$ cat src/hdl/ring_deque_top_defines.svh
// ----------------------------------------------------------------------------
// ring_deque_top_defines
// assertion macros shared by the ring deque rtl
// ----------------------------------------------------------------------------
`ifndef RING_DEQUE_TOP_DEFINES_SVH
`define RING_DEQUE_TOP_DEFINES_SVH

// antecedent implies consequent in the same cycle
`define RDQ_ASSERT_SAME(label, clk, rst_n, ante, cons) \
    label: assert property (@(posedge clk) disable iff (!rst_n) (ante) |-> (cons)) \
        else $error("ring deque check failed");

// antecedent implies consequent in the next cycle
`define RDQ_ASSERT_NEXT(label, clk, rst_n, ante, cons) \
    label: assert property (@(posedge clk) disable iff (!rst_n) (ante) |=> (cons)) \
        else $error("ring deque check failed");

// condition holds at every edge out of reset
`define RDQ_ASSERT_ALWAYS(label, clk, rst_n, cond) \
    label: assert property (@(posedge clk) disable iff (!rst_n) (cond)) \
        else $error("ring deque check failed");

`endif

$ cat src/hdl/rdq_pkg.sv
// ----------------------------------------------------------------------------
// rdq_pkg
// types and constants shared by the ring deque modules
// ----------------------------------------------------------------------------
package rdq_pkg;

    localparam int MODE_W = 3;
    localparam int CFG_W  = 5;
    localparam logic [CFG_W-1:0] CAP_RESET = 5'd16;

    typedef enum logic [MODE_W-1:0] {
        MODE_QUERY      = 3'd0,
        MODE_PUSH_BACK  = 3'd1,
        MODE_PUSH_FRONT = 3'd2,
        MODE_POP_FRONT  = 3'd3,
        MODE_POP_REAR   = 3'd4
    } mode_t;

    // how an end token moves along the ring of cells
    typedef enum logic [1:0] {
        TOK_HOLD = 2'd0,
        TOK_UP   = 2'd1,
        TOK_DOWN = 2'd2,
        TOK_HOME = 2'd3
    } tok_op_t;

    typedef struct packed {
        tok_op_t front_op;
        tok_op_t rear_op;
        logic    wr_front;
        logic    wr_rear;
    } ctrl_t;

endpackage

$ cat src/hdl/rdq_cell.sv
// ----------------------------------------------------------------------------
// rdq_cell
// one slot of the ring: data word plus front and rear end tokens
// ----------------------------------------------------------------------------
module rdq_cell #(
    parameter int   DATA_WIDTH = 32,
    parameter logic IS_HOME    = 1'b0
) (
    input  logic                  clk,
    input  logic                  rst_n,
    input  rdq_pkg::ctrl_t        ctrl,
    input  logic [DATA_WIDTH-1:0] wdata,
    input  logic                  front_up_in,
    input  logic                  front_down_in,
    input  logic                  rear_up_in,
    input  logic                  rear_down_in,
    output logic                  front_tok,
    output logic                  rear_tok,
    output logic [DATA_WIDTH-1:0] front_part,
    output logic [DATA_WIDTH-1:0] rear_part
);

    logic                  front_tok_reg;
    logic                  front_tok_next;
    logic                  rear_tok_reg;
    logic                  rear_tok_next;
    logic [DATA_WIDTH-1:0] data_reg;
    logic                  wr_hit;

    always_comb
    begin
        case (ctrl.front_op)
            rdq_pkg::TOK_UP:   front_tok_next = front_up_in;
            rdq_pkg::TOK_DOWN: front_tok_next = front_down_in;
            rdq_pkg::TOK_HOME: front_tok_next = IS_HOME;
            default:           front_tok_next = front_tok_reg;
        endcase
    end

    always_comb
    begin
        case (ctrl.rear_op)
            rdq_pkg::TOK_UP:   rear_tok_next = rear_up_in;
            rdq_pkg::TOK_DOWN: rear_tok_next = rear_down_in;
            rdq_pkg::TOK_HOME: rear_tok_next = IS_HOME;
            default:           rear_tok_next = rear_tok_reg;
        endcase
    end

    // the pushed word lands where the moved token arrives
    assign wr_hit = (ctrl.wr_front & front_tok_next) | (ctrl.wr_rear & rear_tok_next);

    always_ff @(posedge clk or negedge rst_n)
    begin
        if (!rst_n)
        begin
            front_tok_reg <= IS_HOME;
            rear_tok_reg  <= IS_HOME;
        end
        else
        begin
            front_tok_reg <= front_tok_next;
            rear_tok_reg  <= rear_tok_next;
        end
    end

    always_ff @(posedge clk)
    begin
        if (wr_hit)
        begin
            data_reg <= wdata;
        end
    end

    assign front_tok  = front_tok_reg;
    assign rear_tok   = rear_tok_reg;
    assign front_part = data_reg & {DATA_WIDTH{front_tok_reg}};
    assign rear_part  = data_reg & {DATA_WIDTH{rear_tok_reg}};

endmodule

$ cat src/hdl/rdq_ctrl.sv
// ----------------------------------------------------------------------------
// rdq_ctrl
// mode decode, item count, capacity register and result strobe
// ----------------------------------------------------------------------------
module rdq_ctrl #(
    parameter int DEPTH = 16,
    localparam int CNT_W = $clog2(DEPTH + 1)
) (
    input  logic                      clk,
    input  logic                      rst_n,
    input  logic                      fire,
    input  logic [rdq_pkg::MODE_W-1:0] mode,
    input  logic                      cfg_wr_en,
    input  logic [rdq_pkg::CFG_W-1:0] cfg_wr_data,
    output rdq_pkg::ctrl_t            ctrl,
    output logic                      done,
    output logic                      ok,
    output logic [CNT_W-1:0]          count,
    output logic [CNT_W-1:0]          cap
);

    localparam int CMP_W = (CNT_W > rdq_pkg::CFG_W) ? CNT_W : rdq_pkg::CFG_W;

    logic [rdq_pkg::CFG_W-1:0] cap_cfg_reg;
    logic [CNT_W-1:0]          count_reg;
    logic [CNT_W-1:0]          count_next;
    logic                      ok_reg;
    logic                      ok_next;
    logic                      done_reg;
    logic [CMP_W-1:0]          cap_wide;
    logic [CNT_W-1:0]          cap_eff;

    // zero acts as one, anything past the built depth saturates
    always_comb
    begin
        cap_wide = CMP_W'(cap_cfg_reg);
        if (cap_cfg_reg == '0)
        begin
            cap_eff = CNT_W'(1);
        end
        else if (cap_wide > CMP_W'(DEPTH))
        begin
            cap_eff = CNT_W'(DEPTH);
        end
        else
        begin
            cap_eff = CNT_W'(cap_wide);
        end
    end

    always_comb
    begin
        ctrl.front_op = rdq_pkg::TOK_HOLD;
        ctrl.rear_op  = rdq_pkg::TOK_HOLD;
        ctrl.wr_front = 1'b0;
        ctrl.wr_rear  = 1'b0;
        count_next    = count_reg;
        ok_next       = 1'b0;
        if (fire)
        begin
            unique case (rdq_pkg::mode_t'(mode)) inside
                rdq_pkg::MODE_QUERY:
                begin
                    ok_next = 1'b1;
                end
                rdq_pkg::MODE_PUSH_BACK, rdq_pkg::MODE_PUSH_FRONT:
                begin
                    if (count_reg == '0)
                    begin
                        ctrl.front_op = rdq_pkg::TOK_HOME;
                        ctrl.rear_op  = rdq_pkg::TOK_HOME;
                        ctrl.wr_front = 1'b1;
                        count_next    = CNT_W'(1);
                        ok_next       = 1'b1;
                    end
                    else if (count_reg < cap_eff)
                    begin
                        if (rdq_pkg::mode_t'(mode) == rdq_pkg::MODE_PUSH_BACK)
                        begin
                            ctrl.rear_op = rdq_pkg::TOK_DOWN;
                            ctrl.wr_rear = 1'b1;
                        end
                        else
                        begin
                            ctrl.front_op = rdq_pkg::TOK_UP;
                            ctrl.wr_front = 1'b1;
                        end
                        count_next = count_reg + CNT_W'(1);
                        ok_next    = 1'b1;
                    end
                end
                rdq_pkg::MODE_POP_FRONT:
                begin
                    if (count_reg != '0)
                    begin
                        ctrl.front_op = rdq_pkg::TOK_DOWN;
                        count_next    = count_reg - CNT_W'(1);
                        ok_next       = 1'b1;
                    end
                end
                rdq_pkg::MODE_POP_REAR:
                begin
                    if (count_reg != '0)
                    begin
                        ctrl.rear_op = rdq_pkg::TOK_UP;
                        count_next   = count_reg - CNT_W'(1);
                        ok_next      = 1'b1;
                    end
                end
                default:
                begin
                    ok_next = 1'b0;
                end
            endcase
        end
    end

    always_ff @(posedge clk or negedge rst_n)
    begin
        if (!rst_n)
        begin
            cap_cfg_reg <= rdq_pkg::CAP_RESET;
            count_reg   <= '0;
            ok_reg      <= 1'b0;
            done_reg    <= 1'b0;
        end
        else
        begin
            if (cfg_wr_en)
            begin
                cap_cfg_reg <= cfg_wr_data;
            end
            count_reg <= count_next;
            ok_reg    <= ok_next;
            done_reg  <= fire;
        end
    end

    assign done  = done_reg;
    assign ok    = ok_reg;
    assign count = count_reg;
    assign cap   = cap_eff;

endmodule

$ cat src/hdl/ring_deque_top.sv
// ----------------------------------------------------------------------------
// ring_deque_top
// fixed-capacity double-ended queue held in a ring of slot cells
// ----------------------------------------------------------------------------
// usage
//   command channel: drive mode and push_data with start high; a beat is taken
//   at a clock edge where start is high and busy is low. busy never rises, so
//   a command can be issued in every cycle.
//   result channel: done is high for exactly one cycle, the cycle after the
//   command beat, with accepted, both end words, ends_valid, item_count,
//   is_empty and is_full. the receiver cannot stall this channel.
//   throughput is one command per cycle; the end
//   tokens step one cell along the ring per command and the end words come
//   from a one-hot select over the cells.
//   capacity: cfg_wr_en with cfg_wr_data sets the capacity in use; write it
//   only while no result is pending.
//   reset: the deque is empty, both end tokens sit in cell 0 and the
//   capacity in use is 16. slot words are not cleared.
// ----------------------------------------------------------------------------
`include "ring_deque_top_defines.svh"

module ring_deque_top #(
    parameter int DEPTH      = 16,
    parameter int DATA_WIDTH = 32,
    localparam int CNT_W     = $clog2(DEPTH + 1)
) (
    input  logic                       clk,
    input  logic                       rst_n,
    input  logic                       start,
    output logic                       busy,
    input  logic [rdq_pkg::MODE_W-1:0] mode,
    input  logic [DATA_WIDTH-1:0]      push_data,
    input  logic                       cfg_wr_en,
    input  logic [rdq_pkg::CFG_W-1:0]  cfg_wr_data,
    output logic                       done,
    output logic                       accepted,
    output logic [DATA_WIDTH-1:0]      front_data,
    output logic [DATA_WIDTH-1:0]      rear_data,
    output logic                       ends_valid,
    output logic [CNT_W-1:0]           item_count,
    output logic                       is_empty,
    output logic                       is_full
);

    rdq_pkg::ctrl_t        ctrl;
    logic                  fire;
    logic                  ok;
    logic [CNT_W-1:0]      count;
    logic [CNT_W-1:0]      cap;

    logic [DEPTH-1:0]      front_tok;
    logic [DEPTH-1:0]      rear_tok;
    logic [DEPTH-1:0]      over_cap;
    logic [DEPTH-1:0]      last_cap;
    logic [DEPTH-1:0]      front_up_in;
    logic [DEPTH-1:0]      front_down_in;
    logic [DEPTH-1:0]      rear_up_in;
    logic [DEPTH-1:0]      rear_down_in;
    logic                  front_wrap;
    logic                  rear_wrap;
    logic [DATA_WIDTH-1:0] front_part [DEPTH];
    logic [DATA_WIDTH-1:0] rear_part  [DEPTH];
    logic [DATA_WIDTH-1:0] front_rd;
    logic [DATA_WIDTH-1:0] rear_rd;

    assign busy = 1'b0;
    assign fire = start & ~busy;

    rdq_ctrl #(
        .DEPTH (DEPTH)
    ) u_ctrl (
        .clk         (clk),
        .rst_n       (rst_n),
        .fire        (fire),
        .mode        (mode),
        .cfg_wr_en   (cfg_wr_en),
        .cfg_wr_data (cfg_wr_data),
        .ctrl        (ctrl),
        .done        (done),
        .ok          (ok),
        .count       (count),
        .cap         (cap)
    );

    // tokens at or past the last slot in use wrap up to cell 0
    always_comb
    begin
        front_wrap = 1'b0;
        rear_wrap  = 1'b0;
        for (int i = 0; i < DEPTH; i++)
        begin
            front_wrap = front_wrap | (front_tok[i] & over_cap[i]);
            rear_wrap  = rear_wrap | (rear_tok[i] & over_cap[i]);
        end
    end

    generate
        for (genvar j = 0; j < DEPTH; j++)
        begin : g_cell
            assign over_cap[j] = (CNT_W'(j + 1) >= cap);
            assign last_cap[j] = (CNT_W'(j + 1) == cap);

            if (j == 0)
            begin : g_up_first
                assign front_up_in[j] = front_wrap;
                assign rear_up_in[j]  = rear_wrap;
            end
            else
            begin : g_up_mid
                assign front_up_in[j] = front_tok[j-1] & ~over_cap[j-1];
                assign rear_up_in[j]  = rear_tok[j-1] & ~over_cap[j-1];
            end

            // cell 0 stepping down lands on the last slot in use
            if (j == DEPTH - 1)
            begin : g_down_last
                assign front_down_in[j] = last_cap[j] & front_tok[0];
                assign rear_down_in[j]  = last_cap[j] & rear_tok[0];
            end
            else
            begin : g_down_mid
                assign front_down_in[j] = front_tok[j+1] | (last_cap[j] & front_tok[0]);
                assign rear_down_in[j]  = rear_tok[j+1] | (last_cap[j] & rear_tok[0]);
            end

            rdq_cell #(
                .DATA_WIDTH (DATA_WIDTH),
                .IS_HOME    ((j == 0) ? 1'b1 : 1'b0)
            ) u_cell (
                .clk           (clk),
                .rst_n         (rst_n),
                .ctrl          (ctrl),
                .wdata         (push_data),
                .front_up_in   (front_up_in[j]),
                .front_down_in (front_down_in[j]),
                .rear_up_in    (rear_up_in[j]),
                .rear_down_in  (rear_down_in[j]),
                .front_tok     (front_tok[j]),
                .rear_tok      (rear_tok[j]),
                .front_part    (front_part[j]),
                .rear_part     (rear_part[j])
            );
        end
    endgenerate

    always_comb
    begin
        front_rd = '0;
        rear_rd  = '0;
        for (int i = 0; i < DEPTH; i++)
        begin
            front_rd = front_rd | front_part[i];
            rear_rd  = rear_rd | rear_part[i];
        end
    end

    assign accepted   = ok;
    assign ends_valid = (count != '0);
    assign front_data = ends_valid ? front_rd : '0;
    assign rear_data  = ends_valid ? rear_rd : '0;
    assign item_count = count;
    assign is_empty   = (count == '0);
    assign is_full    = (count != '0) && (count == cap);

    `RDQ_ASSERT_ALWAYS(a_front_tok_onehot, clk, rst_n, $onehot(front_tok))
    `RDQ_ASSERT_ALWAYS(a_rear_tok_onehot, clk, rst_n, $onehot(rear_tok))
    `RDQ_ASSERT_NEXT(a_count_idle, clk, rst_n, !fire, $stable(item_count))
    `RDQ_ASSERT_SAME(a_full_not_empty, clk, rst_n, is_full, !is_empty)

endmodule

$ cat config.mk
export PLATFORM = sky130hd
export DESIGN_NAME = ring_deque_top
export DESIGN_NICKNAME = d
export VERILOG_FILES = /design/src/hdl/rdq_pkg.sv /design/src/hdl/rdq_cell.sv /design/src/hdl/rdq_ctrl.sv /design/src/hdl/ring_deque_top.sv
export VERILOG_INCLUDE_DIRS = /design/src /design/src/hdl
export SDC_FILE = /design/constraint.sdc
export NUM_CORES = 1
export LEC_CHECK = 0
export BUFFER_PORTS_ARGS = -buffer_cell sky130_fd_sc_hd__buf_4
export CAP_MARGIN = 20
export CELL_PAD_IN_SITES_DETAIL_PLACEMENT = 2
export CELL_PAD_IN_SITES_GLOBAL_PLACEMENT = 2
export CORE_ASPECT_RATIO = 0.9
export CORE_MARGIN = 2
export CORE_UTILIZATION = 43
export DETAILED_ROUTE_END_ITERATION = 10
export PLACE_DENSITY = 0.92
export SETUP_SLACK_MARGIN = 0.4
export SLEW_MARGIN = 0
export SYNTH_ARGS = -nofsm -noshare
export SYNTH_HDL_FRONTEND = slang
export SYNTH_HIERARCHICAL = 1
export SYNTH_SLANG_ARGS = --single-unit
$ cat constraint.sdc
create_clock -name clk -period 6.5 [get_ports clk]
set_input_delay 0.975 -clock clk [delete_from_list [all_inputs] [get_ports clk]]
set_output_delay 0.975 -clock clk [all_outputs]
set_load 0.01 [all_outputs]
After elaboration in Yosys (flattened, before gate mapping)
Cells that the tools add are included.

Add/subtract/negate cells: 2. $lt $le $gt $ge: 18. Equality and inequality tests: 29. Mux-type cells: 58. Bitwise gates (word level): 279. Reductions and logical operators: 9.

Operators by type and width (number): $and A32 B32 Y32 (32); $or A32 B32 Y32 (30); $and A1 B1 Y1 (126); $pmux W1 S3 (33); $or A1 B1 Y1 (76); $mux W32 (2); $eq A4 B5 Y1 const A (8); $ge A4 B5 Y1 const A (8); $mux W5 (7); $eq A3 B5 Y1 const A (4); $ge A3 B5 Y1 const A (4); $not A1 Y1 (15); $eq A2 B5 Y1 const A (2); $ge A2 B5 Y1 const A (2); $logic_not A5 Y1 (2); $pmux W5 S2 (1); $mux W1 (9); $eq A2 B2 Y1 const B (4); $pmux W2 S2 (2); $eq A3 B2 Y1 const B (2); $mux W2 (3); $mux W6 (1); $add A5 B1 Y5 const B (1); $eq A1 B5 Y1 const A (1); other kinds (18) (20).

Register bits after elaboration: 556. Input bits: 44. Output and inout port bits: 75. Word-level logic and storage cells: 447.

Longest topological paths before layout
Depth in word-level cells: 23. Depth in mapped cells: 13. Depth with buffers taken out: 11.

Hierarchy
The synthesis kept the hierarchy.

Modules (own cells, without submodules): rdq_cell (g_cell[10].u_cell ...) (instances 15, cells each 111, area an instance 1485.2 um2, sequential area each 1011.0 um2); ring_deque_top (instances 1, cells each 560, area an instance 3512.1 um2, sequential area each 0.0 um2); rdq_cell (g_cell[0].u_cell) (instances 1, cells each 111, area an instance 1492.7 um2, sequential area each 1013.5 um2); rdq_ctrl (instances 1, cells each 108, area an instance 985.9 um2, sequential area each 301.5 um2).

Worst setup path before layout
No wires, ideal clock.

Kind: register -> register. Start point: register u_ctrl/cap_cfg_reg[4] (netlist name). End point: register g_cell[10].u_cell.data_reg[0], enable pin. Setup time: 0.392 ns. Arrival time: 4.605 ns. Required time: 6.108 ns. Path slack: 1.503 ns. Stages on the path, launching flop included: 12. Buffers on the path: 0. Path through: dfstp_2 > inv_1 > nand2_1 > ha_1 > a41oi_1 > o21ai_0 > o21ai_0 > nand3b_1 > a21oi_1 > mux2i_1 > o22ai_1 > a22o_1.

RTL lines: start: declaration (line rdq_ctrl.sv:24) `logic [rdq_pkg::CFG_W-1:0] cap_cfg_reg;`; start signal: assignment (line rdq_ctrl.sv:122) `cap_cfg_reg <= rdq_pkg::CAP_RESET;`; start signal: assignment (line rdq_ctrl.sv:131) `cap_cfg_reg <= cfg_wr_data;`; end signal: assignment (line rdq_cell.sv:71) `data_reg <= wdata;`; end: declaration (line rdq_cell.sv:27) `logic [DATA_WIDTH-1:0] data_reg;`.

==> out/qor.txt <==
OUTCOME
-------------------------------------------------------------------------------------
Status                                                                   finished clean

YOSYS
-------------------------------------------------------------------------------------
Cell type with the largest total area after synthesis                    sky130_fd_sc_hd__edfxtp_1
Count of yosys warnings during synthesis                                            6
Flops & latches, synth                                                            556
Portion of the post-synthesis area used by sequential elements                  0.583
Synth async-reset ratio                                                        0.0791
Dominant synthesized flop cell                                           sky130_fd_sc_hd__edfxtp_1
Dominant cells by area after synthesis                                   sky130_fd_sc_hd__edfxtp_1, sky130_fd_sc_hd__and2_1, sky130_fd_sc_hd__nor4_1
Number of synthesized flops with an enable pin                                    512
Syn Std Cell Area                                                          28,300 µm²
Number of nets produced by synthesis                                            2,494
Cell count after synthesis                                                      2,444
Average size of a mapped cell                                                11.6 µm²
Count of cell types in the netlist                                                 71
Portion of synthesized cell area occupied by the leading cell type              0.544

CRITICAL PATH
-------------------------------------------------------------------------------------
Endpoint of the most critical register-to-register path                  g_cell[14].u_cell/data_reg[19]
Worst setup SP type                                                         flip-flop
Arrival time of data at the critical path endpoint                            6140 ps
Crit path kind                                                           flip-flop to flip-flop
Crit path max fanout                                                               23
Worst reg2reg path depth                                                           10
Launch instance of the worst register-to-register path                   u_ctrl/cap_cfg_reg[4]
Crit end category                                                           flip-flop
Register-to-register setup slack                                               680 ps
CP required                                                                   6820 ps

PLACED DESIGN
-------------------------------------------------------------------------------------
IO buf count                                                                      117
Pre-CTS setup slack                                                           1120 ps
Final weighted congestion in routability-driven placement                       0.889
Placed standard-cell area                                                  30,000 µm²
Cells after DPL                                                                 3,328
Post-detail-place hpwl                                                        73.9 mm

STA
-------------------------------------------------------------------------------------
Worst path setup slack after routing                                           681 ps
Headroom to the max-slew limit                                                  0.134
Fmax                                                                          172 MHz
Measured slew at the worst slew-check pin                                     1300 ps
Post-Route Setup TNS                                                             0 ps
Setup violations, final                                                             0
Tcrit/Tclk final                                                                0.895
Final number of max-transition violations                                           0
Clk_skew                                                                      38.1 ps
Minimum clock period after layout                                             5820 ps
Worst hold slack                                                               361 ps
RSZ-0062 raised after global routing                                               no
Final hold violation count                                                          0

FINAL LAYOUT
-------------------------------------------------------------------------------------
Area of the multi-input gates                                              11,200 µm²
Number of non-filler instances in the completed layout                          3,456
Sequential cell area in the final layout                                   16,500 µm²
Most frequent standard cell in the layout excluding fill and tap cells   sky130_fd_sc_hd__and2_1
Signed area change from the synthesized netlist to the final layout             14.0%
Final core area utilization                                                     0.494
Non-Filler Cell Area, Final                                                32,200 µm²
Flip-flop count of the largest register after layout                              512
Filler cells                                                                    6,340
Commonest non-fill, non-tap cells in the layout                          sky130_fd_sc_hd__and2_1, sky130_fd_sc_hd__edfxtp_1, sky130_fd_sc_hd__nor4_1
Final layout net count                                                          2,587
Layout cells sized above 1                                                      0.125

GRT
-------------------------------------------------------------------------------------
Largest net degree at the start of global routing                                  45
Sum of overflow across all layers after global routing                              0
Overall routing resource usage                                                  0.396
Initial antenna violation count                                                    17
Via count of the first global-routing pass                                     25,887
First-pass GRT wire length                                                     192 mm

ROUTE
-------------------------------------------------------------------------------------
Antenna-violating nets left                                                         0
Detailed-route vias per instance                                                 7.00
Total length of routed wires                                                   143 mm
DRC marker count from the first detailed-route iteration                        3,447
Remaining DRCs                                                                      0
Wire per inst                                                                 41.4 µm
Routed wl met3                                                                16.0 mm
Post-route met1 wirelength                                                    50.1 mm
Wire length on met2                                                           66.4 mm
First-pass iteration count of the detailed router                                   6
Total via count after detailed routing                                         24,198
Max Used Layer                                                                   met5

POWER
-------------------------------------------------------------------------------------
Internal power of the cells                                                   6.79 mW
Clock network fraction of total power                                           0.375
Areal power density over the cells                                         309 nW/µm²
Reported leakage power                                                        11.6 nW
Switching Fraction                                                              0.318
Power Total                                                                   9.95 mW
Comb power frac                                                                 0.205
P_sw                                                                          3.16 mW
Portion of total power attributed to sequential cells                           0.420
Peak VDD IR                                                                0.000253 V

CTS
-------------------------------------------------------------------------------------
Total number of clock tree sinks                                                  556
Clock latency reported for the late side of the worst-skew pair                660 ps
Clock tree from TritonCTS                                                        done
Clock Path Buffers                                                                  3
CTS clock-pin slew for the worst setup and hold paths                           70 ps
CTS H-tree depth                                                                    2
Num CTS Buffers                                                                    59
Hold Buf Count CTS                                                                  0
Number of post-CTS setup repair buffers                                             0
Quantity of gates resized following cts                                             0
Clock tree root buffer cell                                              sky130_fd_sc_hd__clkbuf_16

FLOORPLANNING
-------------------------------------------------------------------------------------
Number of placement rows                                                           89
Die outline height                                                             247 µm
Die span in x                                                                  274 µm
Die Area                                                                   67,800 µm²
# IOs                                                                             119
Effective utilization at floorplan                                              0.433
Core area                                                                  65,300 µm²

FLOW RUN
-------------------------------------------------------------------------------------
Count of max-cap constraint violations                                              0

WORST HOLD PATH
-------------------------------------------------------------------------------------
Hold WC Path Type                                                        input pin to asynchronous set/reset pin

[cells by family after synthesis]
kind of cell    share of synthesized area
xor+xnor                          0.00248
other cells                      0.000133
buf+inv                            0.0211
compound gates                     0.0336
flops                               0.583
fa+ha+maj                         0.00345
mux                                0.0151
simple gates                        0.341
[worst max-delay path, cell delays in order, from the launching register on]
cell and delay (ps):
sky130_fd_sc_hd__dfstp_2 870, sky130_fd_sc_hd__inv_1 200, sky130_fd_sc_hd__nand2_1 160, sky130_fd_sc_hd__ha_1 270, sky130_fd_sc_hd__a41oi_1 360, sky130_fd_sc_hd__o21ai_0 390, sky130_fd_sc_hd__o21ai_0 450, sky130_fd_sc_hd__nand3b_1 280
sky130_fd_sc_hd__a21oi_2 1000, sky130_fd_sc_hd__a22o_2 1040, sky130_fd_sc_hd__buf_4 410
[synthesized netlist by cell type (4+ instances only)]
| library cell | instances |
|---|---|
| sky130_fd_sc_hd__and2_1 | 1033 |
| sky130_fd_sc_hd__edfxtp_1 | 512 |
| sky130_fd_sc_hd__nor4_1 | 258 |
| sky130_fd_sc_hd__clkbuf_1 | 101 |
| sky130_fd_sc_hd__nor2_1 | 88 |
| sky130_fd_sc_hd__and4_1 | 64 |
| sky130_fd_sc_hd__nand2_1 | 43 |
| sky130_fd_sc_hd__dfrtp_1 | 41 |
| sky130_fd_sc_hd__mux2i_1 | 34 |
| sky130_fd_sc_hd__nor2b_1 | 19 |
| sky130_fd_sc_hd__a22o_1 | 18 |
| sky130_fd_sc_hd__a21oi_1 | 17 |
| sky130_fd_sc_hd__nand3b_1 | 17 |
| sky130_fd_sc_hd__o21bai_1 | 17 |
| sky130_fd_sc_hd__o22ai_1 | 17 |
| sky130_fd_sc_hd__inv_1 | 15 |
| sky130_fd_sc_hd__o21ai_1 | 15 |
| sky130_fd_sc_hd__o21ai_0 | 9 |
| sky130_fd_sc_hd__buf_6 | 8 |
| sky130_fd_sc_hd__nand3_1 | 8 |
| sky130_fd_sc_hd__a31o_2 | 6 |
| sky130_fd_sc_hd__ha_1 | 6 |
| sky130_fd_sc_hd__buf_2 | 5 |
| sky130_fd_sc_hd__buf_4 | 5 |
| sky130_fd_sc_hd__mux2_2 | 5 |
| sky130_fd_sc_hd__nand2b_1 | 5 |
| sky130_fd_sc_hd__xnor2_1 | 4 |
| sky130_fd_sc_hd__xor2_1 | 4 |
[area by class of cell]
class                   count  share of cell area
flip-flops and latches    556               0.513
multi-input cells        1752               0.349
clock buffers              68              0.0469
repair buffers            151              0.0404
well taps                 864              0.0336
clock inverters            39              0.0148
inverters                  17             0.00198
diodes                      9            0.000699
[how the worst max path moves through the flow]
stage	from	slack [ps]	depth (start not counted)	end
floorplan	u_ctrl/cap_cfg_reg[4]	1500	11	g_cell[10].u_cell/data_reg[0]
global placement	u_ctrl/cap_cfg_reg[4]	1490	12	g_cell[13].u_cell/data_reg[31]
detailed placement	u_ctrl/cap_cfg_reg[4]	1120	12	g_cell[14].u_cell/data_reg[21]
CTS	u_ctrl/cap_cfg_reg[4]	670	12	g_cell[12].u_cell/data_reg[12]
global route	u_ctrl/cap_cfg_reg[4]	730	10	g_cell[14].u_cell/data_reg[21]
finish	u_ctrl/cap_cfg_reg[4]	680	10	g_cell[14].u_cell/data_reg[19]
[power groups by stage]
stage | clock, mW | combinational, mW | sequential (mW)
floorplan | 0 | 0.987 | 4.10
global placement | 0 | 1.75 | 4.22
detailed placement | 0 | 1.85 | 4.24
CTS | 3.68 | 1.93 | 4.17
global route | 3.82 | 2.10 | 4.18
finish | 3.73 | 2.04 | 4.18
[layer usage]
metal,GRT usage,vias to the layer above
met5,0,-
met4,0.250,14
met3,0.0884,726
met2,0.650,2206
met1,0.472,12299
li1,-,8953
(Power assumes the default switching activity.)
